<file path="src/tlbf_pkg.sv">
// Shared types and constants for the fully associative translation buffer.
// Used by the channel interface instances and the top level; no dependencies.
`default_nettype none

package tlbf_pkg;

  localparam int ACTION_W = 2;
  localparam int PAGE_W   = 20;
  localparam int OFF_W    = 12;
  localparam int ADDR_W   = 32;
  localparam int CNT_W    = 32;

  localparam int ENTRIES_DEFAULT    = 64;
  localparam int PAGE_BYTES_DEFAULT = 4096;
  localparam int PAGE_BITS_DEFAULT  = 20;

  typedef enum logic [ACTION_W-1:0] {
    ACT_LOOKUP = 2'd0,
    ACT_FILL   = 2'd1,
    ACT_INVAL  = 2'd2
  } action_t;

  typedef struct packed {
    logic [ACTION_W-1:0] action;
    logic [PAGE_W-1:0]   virt_page;
    logic [OFF_W-1:0]    page_offset;
    logic [PAGE_W-1:0]   phys_page;
  } req_t;

  typedef struct packed {
    logic              hit;
    logic [ADDR_W-1:0] phys_addr;
    logic [CNT_W-1:0]  access_count;
    logic [CNT_W-1:0]  miss_count;
  } rsp_t;

endpackage

`default_nettype wire

</file>
<file path="src/tlb_chan_if.sv">
// Valid/ready channel carrying one payload beat of type T.
// Instanced with tlbf_pkg::req_t and tlbf_pkg::rsp_t.
`default_nettype none

interface tlb_chan_if #(
  parameter type T = logic
) ();
  logic valid;
  logic ready;
  T     payload;

  modport source (output valid, output payload, input ready);
  modport sink   (input valid, input payload, output ready);
endinterface

`default_nettype wire

</file>
<file path="src/tlb_fifo_fully_associative.sv">
// Fully associative translation buffer with FIFO replacement.
// Depends on tlbf_pkg and tlb_chan_if.
//
// Usage:
//   req carries one request beat (lookup, fill or invalidate by virtual page);
//   rsp carries one result beat per request: hit flag, physical address and
//   the running lookup and miss counters.
//   A request is first held in an input register; the lookup, fill or
//   invalidate is done against all entries from that register and lands in
//   the result register, from which rsp presents it.
//   One request is taken every cycle while rsp does not stall; the entries
//   compare against all ENTRIES tags in parallel.
//   When rsp stalls, the result register holds and the input register takes
//   one more beat; req.ready drops once both are full.
//   Synchronous reset clears all valid bits, the replacement cursor and both
//   counters; the block is ready for requests as soon as reset is released.
//   Entries compare in parallel; the lowest-numbered match answers, a fill
//   without a match takes the lowest free entry, else the cursor entry.
`default_nettype none

module tlb_fifo_fully_associative #(
  parameter int ENTRIES    = tlbf_pkg::ENTRIES_DEFAULT,
  parameter int PAGE_BYTES = tlbf_pkg::PAGE_BYTES_DEFAULT,
  parameter int PAGE_BITS  = tlbf_pkg::PAGE_BITS_DEFAULT
) (
  input  logic        clk,
  input  logic        rst,
  tlb_chan_if.sink    req,
  tlb_chan_if.source  rsp
);

  localparam int IDX_W    = (ENTRIES > 1) ? $clog2(ENTRIES) : 1;
  localparam int PW       = (PAGE_BITS < tlbf_pkg::PAGE_W) ? PAGE_BITS : tlbf_pkg::PAGE_W;
  localparam int OFF_BITS = $clog2(PAGE_BYTES);
  localparam logic [tlbf_pkg::OFF_W-1:0] OFF_MASK =
    tlbf_pkg::OFF_W'((64'(1) << OFF_BITS) - 64'(1));
  localparam logic [IDX_W-1:0] LAST_IDX = IDX_W'(ENTRIES - 1);

  logic                           stg_valid;
  tlbf_pkg::req_t                 stg;
  logic                           out_valid;
  tlbf_pkg::rsp_t                 out;
  tlbf_pkg::rsp_t                 out_next;
  logic                           advance;

  logic [ENTRIES-1:0]             valid;
  logic [PW-1:0]                  vpage [ENTRIES];
  logic [PW-1:0]                  ppage [ENTRIES];
  logic [IDX_W-1:0]               cursor;
  logic [tlbf_pkg::CNT_W-1:0]     lookups;
  logic [tlbf_pkg::CNT_W-1:0]     misses;
  logic [tlbf_pkg::CNT_W-1:0]     lookups_next;
  logic [tlbf_pkg::CNT_W-1:0]     misses_next;

  logic [PW-1:0]                  vp;
  logic [PW-1:0]                  pp;
  logic [tlbf_pkg::OFF_W-1:0]     off;
  logic [ENTRIES-1:0]             match;
  logic [ENTRIES-1:0]             match_low;
  logic [ENTRIES-1:0]             free_low;
  logic [ENTRIES-1:0]             wr_sel;
  logic                           any_match;
  logic                           any_free;
  logic [PW-1:0]                  hit_pp;
  logic [63:0]                    addr_wide;
  logic                           do_lookup;
  logic                           do_fill;
  logic                           do_inval;
  logic                           do_replace;

  assign advance   = stg_valid && (!out_valid || rsp.ready);
  assign req.ready = !stg_valid || advance;
  assign rsp.valid   = out_valid;
  assign rsp.payload = out;

  assign vp  = stg.virt_page[PW-1:0];
  assign pp  = stg.phys_page[PW-1:0];
  assign off = stg.page_offset & OFF_MASK;

  assign do_lookup = advance && (stg.action == tlbf_pkg::ACT_LOOKUP);
  assign do_fill   = advance && (stg.action == tlbf_pkg::ACT_FILL);
  assign do_inval  = advance && (stg.action == tlbf_pkg::ACT_INVAL);

  always_comb begin
    for (int i = 0; i < ENTRIES; i++) begin
      match[i] = valid[i] && (vpage[i] == vp);
    end
  end

  assign match_low = match & (~match + ENTRIES'(1));
  assign free_low  = ~valid & (valid + ENTRIES'(1));
  assign any_match = |match;
  assign any_free  = ~&valid;
  assign do_replace = do_fill && !any_match && !any_free;

  always_comb begin
    if (any_match) begin
      wr_sel = match_low;
    end else if (any_free) begin
      wr_sel = free_low;
    end else begin
      wr_sel = ENTRIES'(1) << cursor;
    end
  end

  always_comb begin
    hit_pp = '0;
    for (int i = 0; i < ENTRIES; i++) begin
      hit_pp = hit_pp | (match_low[i] ? ppage[i] : '0);
    end
  end

  assign addr_wide = (64'(hit_pp) << OFF_BITS) | 64'(off);

  assign lookups_next = do_lookup ? lookups + 1'b1 : lookups;
  assign misses_next  = (do_lookup && !any_match) ? misses + 1'b1 : misses;

  always_comb begin
    out_next              = '0;
    out_next.access_count = lookups_next;
    out_next.miss_count   = misses_next;
    if (stg.action == tlbf_pkg::ACT_LOOKUP && any_match) begin
      out_next.hit       = 1'b1;
      out_next.phys_addr = addr_wide[tlbf_pkg::ADDR_W-1:0];
    end
  end

  always_ff @(posedge clk) begin
    if (rst) begin
      stg_valid <= 1'b0;
      out_valid <= 1'b0;
      valid     <= '0;
      cursor    <= '0;
      lookups   <= '0;
      misses    <= '0;
    end else begin
      if (req.ready) begin
        stg_valid <= req.valid;
      end
      if (advance) begin
        out_valid <= 1'b1;
      end else if (rsp.ready) begin
        out_valid <= 1'b0;
      end
      lookups <= lookups_next;
      misses  <= misses_next;
      if (do_replace) begin
        cursor <= (cursor == LAST_IDX) ? '0 : cursor + 1'b1;
      end
      if (do_fill) begin
        valid <= valid | wr_sel;
      end else if (do_inval) begin
        valid <= valid & ~match;
      end
    end
  end

  always_ff @(posedge clk) begin
    if (req.valid && req.ready) begin
      stg <= req.payload;
    end
    if (advance) begin
      out <= out_next;
    end
    for (int i = 0; i < ENTRIES; i++) begin
      if (do_fill && wr_sel[i]) begin
        ppage[i] <= pp;
        if (!any_match) begin
          vpage[i] <= vp;
        end
      end
    end
  end

endmodule

`default_nettype wire
</file>
<file path="src/flat_wrapper.sv">
// flat-port wrapper written by rule: the top's interface ports become plain ports
module tlb_fifo_fully_associative_flat 
#(
  parameter int ENTRIES    = tlbf_pkg::ENTRIES_DEFAULT,
  parameter int PAGE_BYTES = tlbf_pkg::PAGE_BYTES_DEFAULT,
  parameter int PAGE_BITS  = tlbf_pkg::PAGE_BITS_DEFAULT
)
  (clk, rst, req_valid, req_payload, req_ready, rsp_valid, rsp_payload, rsp_ready);
  tlb_chan_if req_i ();
  tlb_chan_if rsp_i ();
  input  logic clk;
  input  logic rst;
  input wire logic [$bits(req_i.valid)-1:0] req_valid;
  input wire logic [$bits(req_i.payload)-1:0] req_payload;
  output wire logic [$bits(req_i.ready)-1:0] req_ready;
  output wire logic [$bits(rsp_i.valid)-1:0] rsp_valid;
  output wire logic [$bits(rsp_i.payload)-1:0] rsp_payload;
  input wire logic [$bits(rsp_i.ready)-1:0] rsp_ready;
  assign req_i.valid = req_valid;
  assign req_i.payload = req_payload;
  assign req_ready = req_i.ready;
  assign rsp_valid = rsp_i.valid;
  assign rsp_payload = rsp_i.payload;
  assign rsp_i.ready = rsp_ready;
  tlb_fifo_fully_associative #(.ENTRIES(ENTRIES), .PAGE_BYTES(PAGE_BYTES), .PAGE_BITS(PAGE_BITS)) u_core (.clk(clk), .rst(rst), .req(req_i), .rsp(rsp_i));
endmodule
</file>
<file path="config.mk">
export PLATFORM = sky130hd
export DESIGN_NAME = tlb_fifo_fully_associative_flat
export DESIGN_NICKNAME = d
export VERILOG_FILES = /design/src/tlbf_pkg.sv /design/src/tlb_chan_if.sv /design/src/tlb_fifo_fully_associative.sv /design/src/flat_wrapper.sv
export SDC_FILE = /design/constraint.sdc
export NUM_CORES = 1
export LEC_CHECK = 0
export BUFFER_PORTS_ARGS = -buffer_cell sky130_fd_sc_hd__buf_2
export CAP_MARGIN = 20
export CORE_AREA = 5 5 42 44
export CTS_CLUSTER_SIZE = 24
export DETAILED_ROUTE_END_ITERATION = 6
export DIE_AREA = 0 0 47 49
export PLACE_DENSITY = 0.3
export SETUP_SLACK_MARGIN = 0.3
export SLEW_MARGIN = 20
export SYNTH_ARGS = -nofsm -noshare
export SYNTH_HDL_FRONTEND = slang
export SYNTH_SLANG_ARGS = --single-unit
</file>
<file path="constraint.sdc">
create_clock -name clk -period 2.2 [get_ports clk]
set_clock_uncertainty 0.05 [all_clocks]
set_input_delay 0.33 -clock clk [delete_from_list [all_inputs] [get_ports clk]]
set_output_delay 0.33 -clock clk [all_outputs]
set_load 0.02 [all_outputs]
</file>
==> flow_metrics.tcl, run 1 <==
set metrics [dict create \
    netlist_instances 15 \
    yosysTopAreaCell "dfxtp_1" \
    cts_inserted_buffers 3 \
    synth_compound_area_share_pct 2.920 \
    grt.total_usage_pct 4.228 \
    gp_congestion 0.6293 \
    avgRoutedWirePerCell_um 7.610 \
    die_h_um 49 \
    fin_util_pct 17.68 \
    drive_above_1_share_pct 48.00 \
    sw_frac_of_total_pct 22.68 \
    initial_core_util_pct 12.23 \
    ctsHoldBuffers 0 \
    max-cap-violations 0 \
    power_frac_clock_pct 48.8 \
    ys_top_cells_by_area "dfxtp_1, edfxtp_1, nor2b_4, mux2_4, nor2_1" \
    leakage_nw 0.1086 \
    path_clk_slew_ns 0.04 \
    cts_tree "built" \
    rows 14 \
    firstDrtPassIters 2 \
    diodes 0 \
    setup-tns-final_ns 0 \
    muxShareOfSynthArea_pct 8.759 \
    sequentialPowerShare_pct 40.6 \
    status "complete, no violations" \
    p_sw_w 0.00004728 \
    dp.final_hpwl_um 224.9 \
    io_buffers 6 \
    antenna_left 0 \
    layout_common_cells "buf_2, nor2_1, clkbuf_4, dfxtp_1, nor2b_4" \
    hp-class "in2reg" \
    dieArea_um2 2303 \
    antenna_found_initial 0 \
    setup_viol 0 \
    yosys.area_share.simple_pct 30.66 \
    timing.final.crit_share_pct 61.34 \
    nNetsFinal 31 \
    cts.sinks 4 \
    synth_xor_area_share_pct 5.109 \
    grt_pass1_wl_um 579 \
    clk_latency_ns 0.24 \
    critPathRequiredTime_ns 1.82 \
    coreArea_um2 1401 \
    start_kind "flop" \
    path_class "reg2out" \
    period_minus_slack_ns 1.349 \
    drtIter0Drc 1 \
    pin_count 8 \
    post_cts_resize_count 0 \
    finalMaxSlewViolations 0 \
    cts_root_buf "clkbuf_4" \
    p_int_w 0.0001612 \
    drc 0 \
    fp.dieW_um 47 \
    synth_top_family_by_area "simple AND/OR/NAND/NOR gates" \
    ys_types 9 \
    overflow 0 \
    htreeDepth 1 \
    whs_ns 0.2494 \
    finalHoldViolations 0 \
    wirelength_um 312 \
    fmax_mhz 741.1 \
    arrival_ns 0.97 \
    viasPerCell 3.463 \
    ys_seq_elements 4 \
    multiInputGateArea_um2 81.33 \
    postCtsSetupRepairBufs 0 \
    syn-num-nets 20 \
    regArea_um2 90.09 \
    grt_pass1_vias 143 \
    ys.warnings.count 0 \
    synth_top_area_share_pct 35.04 \
    num_vias 142 \
    syn_area_per_cell_um2 11.43 \
    final_common_cell "buf_2" \
    p_per_area_nw_per_um2 841.7 \
    grt_max_degree 5 \
    critPathMaxFanout 4 \
    area_growth_pct 44.53 \
    ys_seq_area_share_pct 52.55 \
    irDropWorstVdd_v 0.0002911 \
    relSlewSlack_pct 90.67 \
    tightest_slew_ns 0.1397 \
    p_total_w 0.0002085 \
    rsz0062_at_grt "no" \
    comb_power_share_pct 10.6 \
    final.fill_count 165 \
    end_kind "output pin" \
    syn-cell-area_um2 171.4 \
    synthAdderAreaFrac_pct 0 \
    cts.path.max_buffers 2 \
]
==> worst paths after layout <==
check,from,endpoint,slack (ns),depth (start not counted)
setup / recovery,u_core.rsp.valid,req_ready,0.85,3
hold / removal,req_valid,u_core.stg_valid,0.25,3
setup reg to reg,u_core.rsp.valid,u_core.misses[0],1.16,3
hold reg to reg,u_core.stg_valid,u_core.rsp.valid,0.47,2
==> area by class of cell <==
type,instances,share of cell area [%]
clock buffers,4,10.61
repair buffers,6,12.12
multi-input cells,11,32.83
flip-flops and latches,4,36.36
well taps,16,8.081
==> cells by family (layout without fill, tap and decap cells) <==
logic type	after synthesis	in the layout
AO/OA/AOI/OAI	1	1
XOR/XNOR	1	1
buffers and inverters	0	10
flip-flops	4	4
multiplexers	1	1
AND/OR/NAND/NOR	8	8
==> through the flow <==
| stage | area, um2 | instances | setup slack (ns) |
|---|---|---|---|
| floorplan | 171.4 | 15 | 1.014 |
| global placement | 221.5 | 37 | 0.9981 |
| detailed placement | 221.5 | 37 | 0.9976 |
| CTS | 247.7 | 41 | 0.8323 |
| global route | 247.7 | 41 | 0.7393 |
| finish | 247.7 | 41 | 0.8506 |
==> layer usage <==
| metal | routed length (um) | up-vias | global-route usage [%] |
|---|---|---|---|
| met2 | 120 | 10 | 4.072 |
| met4 | 0 | 0 | 2.765 |
| met3 | 54 | 0 | 6.642 |
| met1 | 138 | 64 | 3.965 |
| met5 | 0 | - | 0 |
| li1 | - | 68 | - |
==> critical path, stage by stage (launching register included) <==
cell     delay (ns)
dfxtp_1        0.32
nor2b_4        0.19
nand2_1        0.07
buf_2          0.16
==> synth_stat cells <==
library cell,n
nor2b_4,2
mux2_4,1
nand2_1,1
nor2_1,4
a21oi_1,1
dfxtp_1,3
xor2_1,1
edfxtp_1,1
nor2b_1,1
==> power groups by stage <==
stage / clock network, W / logic [W] / registers (W)
floorplan: 0 / 0.0000122 / 0.0000881
global placement: 0 / 0.0000222 / 0.0000855
detailed placement: 0 / 0.0000224 / 0.0000855
CTS: 0.000107 / 0.0000225 / 0.0000846
global route: 0.000119 / 0.0000244 / 0.0000851
finish: 0.000102 / 0.0000221 / 0.0000846
==> sequential cells by signal (all words and copies together) (netlist names) <==
name and flops:
u_core.rsp.valid 1, u_core.stg_valid 1, u_core.misses 1, u_core.rsp.payload 1
Power figures use the tool's default switching activity.
==> inputs of run 2 (changes only) <==
- PLACE_DENSITY: 0.3 -> 0.31
- clock period: 2.2 -> 1.15 ns (I/O delays scaled with it)
==> flow_metrics.tcl, run 2 (same netlist as run 1, synthesis figures left out) <==
set metrics [dict create \
    diodes 0 \
    hp-class "in2reg" \
    drc 0 \
    path_buf_inv 1 \
    fmax_mhz 864.1 \
    period_minus_slack_ns 1.157 \
    status "finished with violations" \
    grt_max_degree 5 \
    leakage_nw 0.1405 \
    grt_pass1_wl_um 662 \
    final_common_cell "nor2_1" \
    gp_congestion 0.6425 \
    cts_root_buf "clkbuf_4" \
    firstDrtPassIters 2 \
    rrSetupSlack_ns -0.007 \
    cts.sinks 4 \
    num_vias 157 \
    path_clk_slew_ns 0.04 \
    cp_top_family "flip-flops" \
    critical_path.slowest_cell "dfxtp_2" \
    grt.total_usage_pct 4.440 \
    place_inst 37 \
    nNetsFinal 35 \
    fin_area_um2 312.8 \
    regArea_um2 91.34 \
    instances_no_fill 45 \
    area_growth_pct 82.48 \
    endpoint "u_core.misses[0]" \
    cts_tree "built" \
    rr_worst_depth 4 \
    arrival_ns 1.23 \
    multiInputGateArea_um2 83.83 \
    cpPeakStageDelay_ns 0.31 \
    viasPerCell 3.489 \
    overflow 0 \
    irDropWorstVdd_v 0.0003169 \
    coreArea_um2 1401 \
    pin_count 8 \
    layout_common_cells "nor2_1, clkbuf_4, buf_2, buf_6, buf_4" \
    die_h_um 49 \
    finalHoldViolations 0 \
    r2r-start "u_core.rsp.valid" \
    grt_pass1_vias 193 \
    postPlaceCellArea_um2 222.7 \
    cts.path.max_buffers 2 \
    r2r-end "u_core.misses[0]" \
    antenna_left 0 \
    start_kind "flop" \
    critical_path_depth 4 \
    timing.final.crit_share_pct 100.6 \
    htreeDepth 1 \
    wirelength_um 384 \
    cpMostUsedCell "nor2b_4" \
    critPathRequiredTime_ns 1.22 \
    setup_viol 1 \
    io_buffers 6 \
    rows 14 \
    p_per_area_nw_per_um2 1348 \
    final.fill_count 162 \
    end_kind "flop" \
    path_class "reg2reg" \
    cp_cell_sequence "nor2b_4 -> buf_12 -> nor2b_4 -> mux2_4" \
    drtIter0Drc 1 \
    tightest_slew_ns 0.1468 \
    layout_setup_ws_ns -0.007209 \
    antenna_found_initial 0 \
    rsz0062_at_grt "yes" \
    drive_above_1_share_pct 62.07 \
    worstSetupStartpoint "u_core.rsp.valid" \
    relSlewSlack_pct 90.20 \
    violations "negative setup slack" \
    dieArea_um2 2303 \
    max-cap-violations 0 \
    fp.dieW_um 47 \
    critPathMaxFanout 3 \
    finalMaxSlewViolations 0 \
    clk_latency_ns 0.24 \
    initial_core_util_pct 12.23 \
    whs_ns 0.09094 \
    avgRoutedWirePerCell_um 8.533 \
    cts_inserted_buffers 3 \
]
-- run 2: metrics by stage --
step / setup TNS [ns] / power (W) / utilization (%) / setup slack, ns
after floorplan: 0 / 0.0001924 / - / 0.06753
after global placement: 0 / 0.0002065 / 15.89 / 0.09945
after detailed placement: 0 / 0.0002071 / 15.89 / 0.1035
after CTS: -0.007594 / 0.0004374 / 22.14 / -0.007594
after global routing: -0.06594 / 0.0004493 / 22.32 / -0.03640
final: -0.007209 / 0.0004215 / 22.32 / -0.007209
-- run 2: how the worst min path moves through the flow --
| stage | startpoint | to | slack [ns] | depth (start not counted) |
|---|---|---|---|---|
| after floorplan | rst | u_core.rsp.valid | 0.19 | 1 |
| after global placement | req_valid | u_core.stg_valid | 0.33 | 3 |
| after detailed placement | rst | u_core.rsp.valid | 0.33 | 2 |
| after CTS | req_valid | u_core.stg_valid | 0.08 | 3 |
| after global routing | rst | u_core.stg_valid | 0.1 | 2 |
| final | req_valid | u_core.stg_valid | 0.09 | 3 |
-- run 2: what timing repair did --
action                                  4_1_cts  5_1_grt
endpoints found under the setup margin        6        8
gates resized for setup                       6        1
hold buffers                                  0        0
endpoints found under the hold margin         0        0
buffers inserted                              4        0
-- run 2: report_power, final --
part	leakage [nW]	internal, W	switching [W]
Sequential	0.0347	0.000156	0.00000702
Clock	0.0150	0.000131	0.0000657
Combinational	0.0908	0.0000381	0.0000237
Total	0.141	0.000325	0.0000965
-- run 2: area by class of cell --
cell class                      instances  share of cell area (%)
Timing Repair Buffer                   10                   29.20
Sequential cell                         4                   29.20
Tap cell                               16                   6.400
Multi-Input combinational cell         11                   26.80
Clock buffer                            4                   8.400
-- run 2: worst register-to-register path: cells and delay by family, from the launching register on --
kind          cells  cell delay, ns
flops             1            0.31
mux               1            0.30
simple gates      2            0.27
buf+inv           1            0.12
-- run 2: routing by layer --
metal | wire length [um] | track usage [%]
met2 | 182 | 6.787
met1 | 157 | 3.084
met4 | 0 | 5.530
met3 | 44 | 2.583
met5 | 0 | 0
